==> src/hdl/rrns_pkg.sv <==
// Package for the range removal block: sequencer states, bitmap word geometry
// and the bit search and mask helpers shared by the top level.
// No dependencies.
package rrns_pkg;

    localparam int SLOT_W    = 11;
    localparam int WORD_BITS = 32;
    localparam int BIT_SEL_W = 5;

    typedef logic [WORD_BITS-1:0] t_word;
    typedef logic [SLOT_W-1:0]    t_slot;

    typedef enum logic [2:0] {
        ST_IDLE,
        ST_LSCAN,
        ST_RSCAN,
        ST_CLEAR,
        ST_DONE
    } t_state;

    typedef struct packed {
        logic                 found;
        logic [BIT_SEL_W-1:0] pos;
    } t_bit_hit;

    // Highest set bit of a word.
    function automatic t_bit_hit f_find_high(input t_word w);
        t_bit_hit h;
        h.found = 1'b0;
        h.pos   = '0;
        for (int i = 0; i < WORD_BITS; i++) begin
            if (w[i]) begin
                h.found = 1'b1;
                h.pos   = BIT_SEL_W'(i);
            end
        end
        return h;
    endfunction

    // Lowest set bit of a word.
    function automatic t_bit_hit f_find_low(input t_word w);
        t_bit_hit h;
        h.found = 1'b0;
        h.pos   = '0;
        for (int i = WORD_BITS - 1; i >= 0; i--) begin
            if (w[i]) begin
                h.found = 1'b1;
                h.pos   = BIT_SEL_W'(i);
            end
        end
        return h;
    endfunction

    // Ones at bit positions at or above lo.
    function automatic t_word f_mask_ge(input logic [BIT_SEL_W-1:0] lo);
        return {WORD_BITS{1'b1}} << lo;
    endfunction

    // Ones at bit positions at or below hi.
    function automatic t_word f_mask_le(input logic [BIT_SEL_W-1:0] hi);
        return {WORD_BITS{1'b1}} >> (BIT_SEL_W'(WORD_BITS - 1) - hi);
    endfunction

endpackage

==> src/hdl/range_remove_nearest_survivor_top.sv <==
// Top level of the range removal block: sequencer, alive bitmap and result register.
// Depends on rrns_pkg and rrns_ram.
//
// Usage: slots 1..slot_count are kept in an alive bitmap, all alive after reset.
// Each input transaction (i_valid/o_ready) carries a range [first_slot, last_slot].
// The block returns, on the output channel (o_valid/i_ready), the nearest alive
// slot below the range and the nearest alive slot above it, each with a found
// flag, and then marks the whole range dead. An invalid range (first of zero,
// first above last, or last above the slot count) gives range_error with all
// other fields zero and changes nothing.
// Flow: one transaction at a time. A valid range runs a left search, a right search
// (skipped when last is the slot count) and a clearing sweep, each visiting bitmap words
// in turn through the single RAM read port. An invalid range skips all three and goes
// straight to the result. Input is ready again once the result is loaded.
// Reset makes every slot alive and sets the slot count to 1024; a write of the
// slot count does the same revival. Both act through per-word valid bits, so
// there is no clearing pass. A result waits in the output register while the
// receiver stalls; the next input is still accepted and processed, and only
// its own result waits for the output register to empty.
module range_remove_nearest_survivor_top
    import rrns_pkg::*;
#(
    parameter int MAX_SLOTS = 1024
) (
    input  logic              i_clk,
    input  logic              i_rst_n,
    // Input channel.
    input  logic              i_valid,
    output logic              o_ready,
    input  logic [SLOT_W-1:0] i_first_slot,
    input  logic [SLOT_W-1:0] i_last_slot,
    // Output channel.
    output logic              o_valid,
    input  logic              i_ready,
    output logic              o_has_left,
    output logic [SLOT_W-1:0] o_left_slot,
    output logic              o_has_right,
    output logic [SLOT_W-1:0] o_right_slot,
    output logic              o_range_error,
    // Slot count register.
    input  logic              i_cfg_wr_en,
    input  logic [SLOT_W-1:0] i_cfg_wr_data
);

    // Slot numbers are 11 bits, so no slot above 2047 is ever addressed.
    localparam int MAXC   = (MAX_SLOTS > 2047) ? 2047 : MAX_SLOTS;
    localparam int NWORDS = MAXC / WORD_BITS + 1;
    localparam int AW     = (NWORDS > 1) ? $clog2(NWORDS) : 1;
    localparam logic [SLOT_W-1:0] MAXC_S      = SLOT_W'(MAXC);
    localparam logic [SLOT_W-1:0] RESET_COUNT = SLOT_W'(1024);

    // Control state.
    t_state              r_state, n_state;
    logic [SLOT_W-1:0]   r_slot_count, n_slot_count;
    logic [NWORDS-1:0]   r_word_valid, n_word_valid;
    logic                r_pend, n_pend;
    logic                r_o_valid, n_o_valid;

    // Working registers.
    logic [SLOT_W-1:0]   r_first, n_first;
    logic [SLOT_W-1:0]   r_last, n_last;
    logic [AW-1:0]       r_raddr, n_raddr;
    logic [AW-1:0]       r_daddr, n_daddr;
    logic                r_rvalid, n_rvalid;
    logic                r_has_left, n_has_left;
    logic [SLOT_W-1:0]   r_left, n_left;
    logic                r_has_right, n_has_right;
    logic [SLOT_W-1:0]   r_right, n_right;
    logic                r_err, n_err;

    // Output register.
    logic                r_o_has_left, n_o_has_left;
    logic [SLOT_W-1:0]   r_o_left, n_o_left;
    logic                r_o_has_right, n_o_has_right;
    logic [SLOT_W-1:0]   r_o_right, n_o_right;
    logic                r_o_err, n_o_err;

    // Bitmap RAM port signals.
    logic                ram_we;
    logic [AW-1:0]       ram_waddr;
    t_word               ram_wdata;
    t_word               ram_rdata;

    // Derived values.
    logic [SLOT_W-1:0]   w_count;
    t_word               w_word;
    logic [SLOT_W-1:0]   w_s0;
    logic [AW-1:0]       w_s0_word;
    logic [SLOT_W:0]     w_t0;
    logic [AW-1:0]       w_t0_word;
    logic [AW-1:0]       w_cw;
    logic [AW-1:0]       w_fw;
    logic [AW-1:0]       w_lw;
    logic                w_accept;
    logic                w_in_err;
    logic                w_left_done;
    logic                w_right_done;
    t_word               w_mask;
    t_bit_hit            w_hit;
    logic [BIT_SEL_W-1:0] w_lo;
    logic [BIT_SEL_W-1:0] w_hi;

    rrns_ram #(
        .WIDTH (WORD_BITS),
        .DEPTH (NWORDS)
    ) u_bitmap (
        .i_clk   (i_clk),
        .i_we    (ram_we),
        .i_waddr (ram_waddr),
        .i_wdata (ram_wdata),
        .i_raddr (r_raddr),
        .o_rdata (ram_rdata)
    );

    // A slot count above the bitmap size saturates.
    assign w_count = (r_slot_count > MAXC_S) ? MAXC_S : r_slot_count;

    // A word never written since the last revival reads as all alive.
    assign w_word = r_rvalid ? ram_rdata : {WORD_BITS{1'b1}};

    assign w_s0      = r_first - SLOT_W'(1);
    assign w_s0_word = AW'(w_s0 >> BIT_SEL_W);
    assign w_t0      = {1'b0, r_last} + (SLOT_W + 1)'(1);
    assign w_t0_word = AW'(w_t0 >> BIT_SEL_W);
    assign w_cw      = AW'(w_count >> BIT_SEL_W);
    assign w_fw      = AW'(r_first >> BIT_SEL_W);
    assign w_lw      = AW'(r_last >> BIT_SEL_W);

    assign o_ready  = (r_state == ST_IDLE);
    assign w_accept = i_valid && o_ready;
    assign w_in_err = (i_first_slot == '0) || (i_first_slot > i_last_slot)
                      || (i_last_slot > w_count);

    always_ff @(posedge i_clk) begin
        if (!i_rst_n) begin
            r_state      <= ST_IDLE;
            r_slot_count <= RESET_COUNT;
            r_word_valid <= '0;
            r_pend       <= 1'b0;
            r_o_valid    <= 1'b0;
        end else begin
            r_state      <= n_state;
            r_slot_count <= n_slot_count;
            r_word_valid <= n_word_valid;
            r_pend       <= n_pend;
            r_o_valid    <= n_o_valid;
        end
    end

    always_ff @(posedge i_clk) begin
        r_first       <= n_first;
        r_last        <= n_last;
        r_raddr       <= n_raddr;
        r_daddr       <= n_daddr;
        r_rvalid      <= n_rvalid;
        r_has_left    <= n_has_left;
        r_left        <= n_left;
        r_has_right   <= n_has_right;
        r_right       <= n_right;
        r_err         <= n_err;
        r_o_has_left  <= n_o_has_left;
        r_o_left      <= n_o_left;
        r_o_has_right <= n_o_has_right;
        r_o_right     <= n_o_right;
        r_o_err       <= n_o_err;
    end

    always_comb begin
        n_state       = r_state;
        n_slot_count  = r_slot_count;
        n_word_valid  = r_word_valid;
        n_pend        = r_pend;
        n_o_valid     = r_o_valid;
        n_first       = r_first;
        n_last        = r_last;
        n_raddr       = r_raddr;
        n_daddr       = r_raddr;
        n_rvalid      = r_word_valid[r_raddr];
        n_has_left    = r_has_left;
        n_left        = r_left;
        n_has_right   = r_has_right;
        n_right       = r_right;
        n_err         = r_err;
        n_o_has_left  = r_o_has_left;
        n_o_left      = r_o_left;
        n_o_has_right = r_o_has_right;
        n_o_right     = r_o_right;
        n_o_err       = r_o_err;
        ram_we        = 1'b0;
        ram_waddr     = r_daddr;
        ram_wdata     = w_word;
        w_left_done   = 1'b0;
        w_right_done  = 1'b0;
        w_mask        = {WORD_BITS{1'b1}};
        w_hit         = '0;
        w_lo          = '0;
        w_hi          = BIT_SEL_W'(WORD_BITS - 1);

        // The receiver takes the waiting result.
        if (r_o_valid && i_ready) begin
            n_o_valid = 1'b0;
        end

        case (r_state)
            ST_IDLE: begin
                if (w_accept) begin
                    n_first     = i_first_slot;
                    n_last      = i_last_slot;
                    n_has_left  = 1'b0;
                    n_left      = '0;
                    n_has_right = 1'b0;
                    n_right     = '0;
                    n_err       = w_in_err;
                    n_pend      = 1'b0;
                    n_raddr     = AW'((i_first_slot - SLOT_W'(1)) >> BIT_SEL_W);
                    n_state     = w_in_err ? ST_DONE : ST_LSCAN;
                end
            end

            // Walk down from the word holding first-1; slot 0 never counts.
            ST_LSCAN: begin
                n_pend  = 1'b1;
                n_raddr = (r_raddr != '0) ? r_raddr - AW'(1) : r_raddr;
                if (r_pend) begin
                    if (r_daddr == w_s0_word) begin
                        w_mask = w_mask & f_mask_le(w_s0[BIT_SEL_W-1:0]);
                    end
                    if (r_daddr == '0) begin
                        w_mask[0] = 1'b0;
                    end
                    w_hit = f_find_high(w_word & w_mask);
                    if (w_hit.found) begin
                        n_has_left  = 1'b1;
                        n_left      = SLOT_W'({r_daddr, w_hit.pos});
                        w_left_done = 1'b1;
                    end else if (r_daddr == '0) begin
                        w_left_done = 1'b1;
                    end
                end
                if (w_left_done) begin
                    n_pend = 1'b0;
                    // With last at the slot count there is nothing to search above.
                    if (w_t0 > {1'b0, w_count}) begin
                        n_raddr = w_fw;
                        n_state = ST_CLEAR;
                    end else begin
                        n_raddr = w_t0_word;
                        n_state = ST_RSCAN;
                    end
                end
            end

            // Walk up from the word holding last+1 to the word holding the count.
            ST_RSCAN: begin
                n_pend  = 1'b1;
                n_raddr = (r_raddr != w_cw) ? r_raddr + AW'(1) : r_raddr;
                if (r_pend) begin
                    if (r_daddr == w_t0_word) begin
                        w_mask = w_mask & f_mask_ge(w_t0[BIT_SEL_W-1:0]);
                    end
                    if (r_daddr == w_cw) begin
                        w_mask = w_mask & f_mask_le(w_count[BIT_SEL_W-1:0]);
                    end
                    w_hit = f_find_low(w_word & w_mask);
                    if (w_hit.found) begin
                        n_has_right  = 1'b1;
                        n_right      = SLOT_W'({r_daddr, w_hit.pos});
                        w_right_done = 1'b1;
                    end else if (r_daddr == w_cw) begin
                        w_right_done = 1'b1;
                    end
                end
                if (w_right_done) begin
                    n_pend  = 1'b0;
                    n_raddr = w_fw;
                    n_state = ST_CLEAR;
                end
            end

            // Read-modify-write sweep; the write of one word overlaps the read of
            // the next, so the two never touch the same entry in a cycle that counts.
            ST_CLEAR: begin
                n_pend  = 1'b1;
                n_raddr = (r_raddr != w_lw) ? r_raddr + AW'(1) : r_raddr;
                if (r_pend) begin
                    if (r_daddr == w_fw) begin
                        w_lo = r_first[BIT_SEL_W-1:0];
                    end
                    if (r_daddr == w_lw) begin
                        w_hi = r_last[BIT_SEL_W-1:0];
                    end
                    w_mask                = f_mask_ge(w_lo) & f_mask_le(w_hi);
                    ram_we                = 1'b1;
                    ram_waddr             = r_daddr;
                    ram_wdata             = w_word & ~w_mask;
                    n_word_valid[r_daddr] = 1'b1;
                    if (r_daddr == w_lw) begin
                        n_pend  = 1'b0;
                        n_state = ST_DONE;
                    end
                end
            end

            ST_DONE: begin
                if (!r_o_valid || i_ready) begin
                    n_o_valid     = 1'b1;
                    n_o_has_left  = r_has_left;
                    n_o_left      = r_left;
                    n_o_has_right = r_has_right;
                    n_o_right     = r_right;
                    n_o_err       = r_err;
                    n_state       = ST_IDLE;
                end
            end

            default: begin
                n_state = ST_IDLE;
                n_pend  = 1'b0;
            end
        endcase

        // A new slot count revives every slot.
        if (i_cfg_wr_en) begin
            n_slot_count = i_cfg_wr_data;
            n_word_valid = '0;
        end
    end

    assign o_valid       = r_o_valid;
    assign o_has_left    = r_o_has_left;
    assign o_left_slot   = r_o_left;
    assign o_has_right   = r_o_has_right;
    assign o_right_slot  = r_o_right;
    assign o_range_error = r_o_err;

endmodule

==> src/hdl/rrns_ram.sv <==
// Generic single-clock RAM with one write port and one registered read port.
// No dependencies.
module rrns_ram #(
    parameter int WIDTH = 32,
    parameter int DEPTH = 33
) (
    input  logic                                      i_clk,
    input  logic                                      i_we,
    input  logic [((DEPTH > 1) ? $clog2(DEPTH) : 1)-1:0] i_waddr,
    input  logic [WIDTH-1:0]                          i_wdata,
    input  logic [((DEPTH > 1) ? $clog2(DEPTH) : 1)-1:0] i_raddr,
    output logic [WIDTH-1:0]                          o_rdata
);

    logic [WIDTH-1:0] r_mem [DEPTH];
    logic [WIDTH-1:0] r_rdata;

    always_ff @(posedge i_clk) begin
        if (i_we) begin
            r_mem[i_waddr] <= i_wdata;
        end
        r_rdata <= r_mem[i_raddr];
    end

    assign o_rdata = r_rdata;

endmodule
==> config.mk <==
export PLATFORM = sky130hd
export DESIGN_NAME = range_remove_nearest_survivor_top
export DESIGN_NICKNAME = d
export VERILOG_FILES = /design/src/hdl/rrns_pkg.sv /design/src/hdl/range_remove_nearest_survivor_top.sv /design/src/hdl/rrns_ram.sv
export SDC_FILE = /design/constraint.sdc
export NUM_CORES = 2
export LEC_CHECK = 0
export BUFFER_PORTS_ARGS = -buffer_cell sky130_fd_sc_hd__clkbuf_2
export CAP_MARGIN = 20
export CORE_AREA = 10 10 394 396
export DETAILED_ROUTE_END_ITERATION = 6
export DIE_AREA = 0 0 404 406
export PLACE_DENSITY = 0.49
export SLEW_MARGIN = 25
export SYNTH_ARGS = -nofsm -noshare
export SYNTH_HDL_FRONTEND = slang
export SYNTH_SLANG_ARGS = --single-unit
==> constraint.sdc <==
create_clock -name i_clk -period 7.5 [get_ports i_clk]
set_clock_uncertainty 0.05 [all_clocks]
set_input_delay 1.5 -clock i_clk [delete_from_list [all_inputs] [get_ports i_clk]]
set_output_delay 1.5 -clock i_clk [all_outputs]
set_load 0.01 [all_outputs]
## Word-level counts from Yosys, hierarchy flattened

Memories as Yosys holds them, arrays and structs flattened. A register that Yosys moved wholly into a read port is not among the register bits.
Cells that the tools add are included.

| word-level totals | value |
|---|---|
| bits in registers | 134 |
| memory bits (writable) | 1,056 |
| input bits | 38 |
| word-level logic and storage cells | 242 |
| memories kept | 1 |

Memories:

| name | depth | width | read ports | clocked after memory_dff | wr ports | line | source |
|---|---|---|---|---|---|---|---|
| u_bitmap.r_mem | 33 | 32 | 1 | 1 | 1 | rrns_ram.sv:15 | `logic [WIDTH-1:0] r_mem [DEPTH];` |

| cells by class | value |
|---|---|
| add/subtract/negate cells | 8 |
| $lt $le $gt $ge | 7 |
| equal/unequal tests | 24 |
| shifts and indexed selects | 5 |
| mux-type cells | 145 |
| bitwise operators | 9 |
| reduce and logical (&&, ||, !) cells | 23 |

Operator list:

| kind | number |
|---|---|
| $mux 6 | 75 |
| $mux 32 | 12 |
| $and 32x32->32 | 5 |
| $shr 32x5->32 const A | 3 |
| $mux 11 | 6 |
| $shl 32x5->32 const A | 2 |
| $pmux 11 s2 | 2 |
| $or 33x33->33 | 1 |
| $not 32->32 | 1 |
| $eq 6x6->1 | 5 |
| $mux 1 | 30 |
| $mux 5 | 6 |
| $pmux 6 s4 | 1 |
| $gt 11x11->1 | 2 |
| $sub 11x1->11 const B | 2 |
| $mux 3 | 7 |
| $ne 2x2->1 const B | 10 |
| $pmux 3 s5 | 1 |
| $sub 5x5->5 const A | 3 |
| $lt 6x7->1 const B | 2 |
| $add 11x1->12 const B | 1 |
| $gt 12x11->1 | 1 |
| $ne 6x6->1 | 2 |
| $gt 11x11->1 const B | 1 |
| other kinds (27) | 40 |

## Logic depth before layout (Yosys ltp)

| depth | value |
|---|---|
| depth in word-level cells | 49 |
| gate-level depth with buffers | 19 |
| mapped depth without buffers | 16 |

## By module

A second synthesis with hierarchy kept.

| unflattened totals | value |
|---|---|
| cell total of the unflattened synthesis | 3,602 |
| area, all modules | 53,003.3 µm² |

By module, submodules not included:

| module | times used | cells each | area each (µm²) | seq. area each (µm²) |
|---|---|---|---|---|
| rrns_ram | 1 | 2,217 | 41,841.4 | 32,351.0 |
| range_remove_nearest_survivor_top | 1 | 1,385 | 11,162.0 | 3,463.3 |

## Worst setup path after synthesis

Ideal clock, no wire load.

| timing | value |
|---|---|
| path type | register to register |
| start point | register r_state[0] |
| end point | memory u_bitmap.r_mem[32][0], enable pin |
| setup time | 505 ps |
| data arrival time | 4,192 ps |
| setup slack | 2,753 ps |
| cell stages (with the launch flop) | 6 |
| cell sequence | dfxtp_1 clkbuf_1 nand3_1 nor2_1 nand2_1 nor4_1 |

| on the way | value |
|---|---|
| cells in the longest elaborated chain, start to end | 4 |

RTL lines:

| element | line | source |
|---|---|---|
| start: declaration | range_remove_nearest_survivor_top.sv:53 | `t_state r_state, n_state;` |
| start signal: assignment | range_remove_nearest_survivor_top.sv:142 | `r_state <= n_state;` |
| $eq 3x2->1 | range_remove_nearest_survivor_top.sv:204 | `case (r_state)` |
| $mux 1 | range_remove_nearest_survivor_top.sv:204 |  |
| $mux 1 | rrns_ram.sv:19 | `if (i_we) begin` |
| $mux 1 (not written as such) | rrns_ram.sv:20 | `r_mem[i_waddr] <= i_wdata;` |
| end: declaration | rrns_ram.sv:15 |  |

No other way between the ends.

## Worst setup path after layout

| timing | value |
|---|---|
| start point | register r_last[1] |
| end point | register r_raddr[4], in the netlist n_daddr[4], data pin |

| on the way | value |
|---|---|
| cells in the longest elaborated chain, start to end | 49 |
| elaborated cells on any way between the ends | 53 |
| classes of those cells | 1 x add/sub; 1 x order compare; 1 x eq/ne; 1 x shift; 47 x mux; 2 x bitwise |

RTL lines:

| element | line | source |
|---|---|---|
| start: declaration | range_remove_nearest_survivor_top.sv:61 | `logic [SLOT_W-1:0] r_last, n_last;` |
| start signal: assignment | range_remove_nearest_survivor_top.sv:152 | `r_last <= n_last;` |
| $add 11x1->12 (*) | range_remove_nearest_survivor_top.sv:123 | `assign w_t0 = {1'b0, r_last} + (SLOT_W + 1)'(1);` |
| $shl 32x5->32 / $eq 6x6->1 (equally long branches) | rrns_pkg.sv:56, range_remove_nearest_survivor_top.sv:258 |  |
| $mux 32 | range_remove_nearest_survivor_top.sv:258 | `if (r_daddr == w_t0_word) begin` |
| $mux 32 | range_remove_nearest_survivor_top.sv:257 | `if (r_pend) begin` |
| $mux 32 | range_remove_nearest_survivor_top.sv:204 |  |
| $and 32x32->32 | range_remove_nearest_survivor_top.sv:262 | `w_mask = w_mask & f_mask_le(w_count[BIT_SEL_W-1:0]);` |
| $mux 32 | range_remove_nearest_survivor_top.sv:261 | `if (r_daddr == w_cw) begin` |
| $mux 32 | range_remove_nearest_survivor_top.sv:257 |  |
| [34 not listed] | -- |  |
| $mux 6 | range_remove_nearest_survivor_top.sv:257 |  |
| $mux 6 | range_remove_nearest_survivor_top.sv:204 |  |
| $mux 1 | range_remove_nearest_survivor_top.sv:265 | `if (w_hit.found) begin` |
| $mux 1 | range_remove_nearest_survivor_top.sv:257 |  |
| $mux 1 | range_remove_nearest_survivor_top.sv:204 |  |
| $mux 6 | range_remove_nearest_survivor_top.sv:273 | `if (w_right_done) begin` |
| $pmux 6 s4 (*) | range_remove_nearest_survivor_top.sv:204 |  |
| named net n_raddr[4] | range_remove_nearest_survivor_top.sv:62 | `logic [AW-1:0] r_raddr, n_raddr;` |
| end signal: assignment | range_remove_nearest_survivor_top.sv:153 | `r_raddr <= n_raddr;` |
| end: declaration | range_remove_nearest_survivor_top.sv:62 |  |

The timed path passes the listed nets; every way through them passes the cells marked *. The select of a mux whose other input is x is not followed.
A chain may end at the register's enable or synchronous reset.

==> results by group <==
Run status
  – Outcome: finished, final reports clean

Power and ir drop
  – Clock group share of total power: 0.289
  – Comb pwr share: 0.301
  – Flop pwr share: 0.409
  – Maximum vdd drop: 0.3371 mV
  – Switch share: 0.3246
  – Total Power: 21.37 mW
  – Switching power: approximately 6.9 mW
  – Int Pwr: 14.44 mW
  – Power Density: roughly 360 mW/mm²
  – Static Leak: ~18 nW

Placement
  – HPWL after DPL: 97.28 mm
  – DP Worst Slack: between 2 and 2.5 ns
  – Dpl cell area: ~0.055 mm²
  – DP Cell Count: 4,831
  – RePlAce Congestion: roughly 0.95
  – Port Buffer Count: between 60 and 70

Synthesis
  – Mapped Area: 0.05133 mm²
  – Post-Syn Instances: approximately 2,900
  – Synth unique cells: 93
  – Syn. warnings: 0
  – Post-synth ARST share: 0
  – Syn Nets: 2,997
  – Sequential fraction of the synthesis area: 0.6977
  – Syn_area_per_cell: roughly 18 µm²
  – Post-synth EDFFs: roughly 1,100
  – Synthesized flop and latch total: ~1,200
  – Top_reg_cell synth: edfxtp_1

Clocking
  – Clk sinks: between 1,000 and 1,500
  – Num CTS Buffers: about 130
  – H-tree lvl count: 4
  – Post CTS Setup Buffer Count: 0
  – Root Buffer Master: clkbuf_16
  – Clk_lat worst skew: around 0.78 ns
  – Max Buffers Root-to-Sink: 3
  – CTS tree: built
  – Cts hold-fix bufs: 0
  – CTS-repair resized insts: 0
  – Clock slew seen by the registers of the worst setup and hold paths: roughly 0.06 ns

Die
  – Initial core utilization: 0.3489
  – Row count: 141
  – DIE WIDTH: about 400 µm
  – Core footprint: 0.1471 mm²
  – Full die area: between 0.15 and 0.2 mm²
  – DIE HEIGHT: slightly above 400 µm
  – Boundary Pins: 65

STA
  – Fin crit period: approximately 5.5 ns
  – Slew Limit Fails: 0
  – F_max: around 180 MHz
  – Post-route worst setup slack: roughly 2.0 ns
  – Hold_ws: 0.3648 ns
  – Setup violators final: 0
  – Relative slew slack: 0.2548
  – Slew @ Worst Pin: around 1.1 ns
  – Final hold violation count: 0
  – Final Cycle Share: 0.7321
  – Setup TNS: 0 ns
  – RSZ-0062 raised after global routing: false

Routing
  – Met1 WL: 69.92 mm
  – Detailed Routing Iterations Pass 1: 5
  – Number of remaining DRC errors: 0
  – DR vias: 28,990
  – Antenna Nets Post-Route: 0
  – WL met2: 77.30 mm
  – Detailed Route WL: around 160 mm
  – First DRT Iteration DRCs: about 2,900
  – Top sig layer: met4
  – Wire length per cell: 31.82 µm
  – Met3 wire length: 9.427 mm
  – Via/cell ratio: 5.712

Worst setup path
  – Reg2reg start: r_last[1]$_DFFE_PP_
  – Critical path class: reg2reg
  – Worst setup SP type: register
  – Worst Path Arrival: roughly 6.0 ns
  – Worst endpoint required time: 7.97 ns
  – Crit path from: r_last[1]$_DFFE_PP_
  – Critical Path Sink Type: register
  – Worst-path fanout max: 14

Worst hold path
  – Hold WC Path Type: reg2reg
  – Min-delay src: r_left[4]$_SDFFCE_PN0P_

Layout
  – Finished Layout Cells: ~5,100
  – Post-route cell area: a little under 0.06 mm²
  – Area growth from synthesis to layout: 14.47%
  – Ratio of cells with drive above 1 in the final layout: 0.2440
  – Final core utilization: 0.3994
  – Net count, final: around 3,100
  – Most frequent cells in the layout: edfxtp_1, mux4_2, nor2_1, nand2_1, clkbuf_16
  – Fillers: approximately 13,000
  – Commonest non-fill, non-tap cell in the layout: edfxtp_1

Global routing
  – Vias in the first global route: 29,620
  – Pin count of the biggest net entering global routing: between 100 and 150
  – Tot GR Track Use: 0.1948
  – Initial antenna violation count: 3
  – Grt ovf: 0
  – First-pass GRT wire length: ~230 mm

Job
  – Max-Cap Viols: 0
layer usage:
layer	track usage	vias to the layer above
met5	0	-
met4	0.06524	0
met3	0.03131	237
met2	0.3162	1143
met1	0.2668	15520
li1	-	12090
registers in the layout, summed over array words and instances (netlist names), 3 cells and up:
| register | count |
|---|---|
| o_left_slot | 11 |
| u_bitmap.r_mem | 1056 |
| n_daddr | 6 |
| r_slot_count | 11 |
| r_right | 11 |
| r_daddr | 6 |
| u_bitmap.o_rdata | 32 |
| r_left | 11 |
| r_state | 3 |
| r_first | 11 |
| o_right_slot | 11 |
| r_last | 11 |
| r_word_valid | 33 |
cells in the mapped netlist, types with 9 or more instances:
library cell | n | area, µm²
nor3_1 | 34 | 170.2
a211oi_1 | 10 | 75.07
and3_1 | 9 | 56.30
nand2b_1 | 21 | 131.4
nor2b_1 | 31 | 193.9
nand4_1 | 18 | 112.6
o211ai_1 | 9 | 67.56
o22ai_1 | 13 | 81.33
o21a_1 | 53 | 397.9
inv_1 | 42 | 157.7
a31oi_1 | 39 | 244.0
and2_1 | 16 | 100.1
dfxtp_1 | 88 | 1762
o31ai_1 | 12 | 90.09
o21ai_0 | 95 | 475.5
nand3_1 | 38 | 190.2
mux2i_1 | 54 | 540.5
ha_1 | 42 | 525.5
buf_1 | 28 | 105.1
mux4_2 | 330 | 7432
nor4_1 | 18 | 112.6
clkbuf_1 | 118 | 442.9
nand2_1 | 141 | 529.3
xor2_1 | 27 | 236.5
a21oi_1 | 80 | 400.4
nor2_1 | 196 | 735.7
edfxtp_1 | 1134 | 34050
xnor2_1 | 27 | 236.5
a21o_1 | 16 | 120.1
power groups by stage:
stage,Sequential [mW],Clock [mW],Combinational [mW]
5_1_grt,8.77,6.62,6.91
3_5_place_dp,8.88,0,6.49
6_report,8.75,6.18,6.44
3_3_place_gp,8.87,0,6.43
2_1_floorplan,8.65,0,4.44
4_1_cts,8.74,6.32,6.51
worst paths after layout:
check	end	slack, ns	cells after the start
setup / recovery	n_daddr[4]$_DFFE_PP_	2.01	12
setup reg to reg	n_daddr[4]$_DFFE_PP_	2.01	12
hold reg to reg	o_left_slot[4]$_DFFE_PP_	0.36	0
hold / removal	o_left_slot[4]$_DFFE_PP_	0.36	0
cell families (layout without fill, tap and decap cells):
group,Yosys count,count (layout),synth area share
AOI/OAI and AO/OA,433,433,0.05711
adders and majority gates,42,42,0.01024
and+or+nand+nor,568,568,0.05279
muxes,387,387,0.1560
xor gates and xnor gates,54,54,0.009213
DFF,1222,1222,0.6977
buffers and inverters,211,438,0.01694
other,0,1,0
worst max-delay path: stages (launching register included):
cell and delay, ns:
edfxtp_1 0.61, ha_1 0.50, nand3_1 0.18, o21a_1 0.21, o41ai_1 0.34, o22a_1 0.58
a32oi_1 0.26, a2111oi_0 0.72, nand4bb_1 0.30, nor3_1 0.33, a41o_1 0.62, mux2i_1 0.16
a221o_1 0.34
cell type report:
cell class | count | area [µm²] | area share
Timing Repair Buffer | 149 | 1110 | 0.01889
Clock inverter | 60 | 419.2 | 0.007133
Multi-Input combinational cell | 1484 | 15150 | 0.2579
Clock buffer | 182 | 3670 | 0.06245
Tap cell | 1930 | 2415 | 0.04110
Inverter | 47 | 177.7 | 0.003024
Sequential cell | 1222 | 35810 | 0.6095
Antenna cell | 1 | 2.502 | 0.00004259
Note: power is estimated with default switching activity, not from simulation.
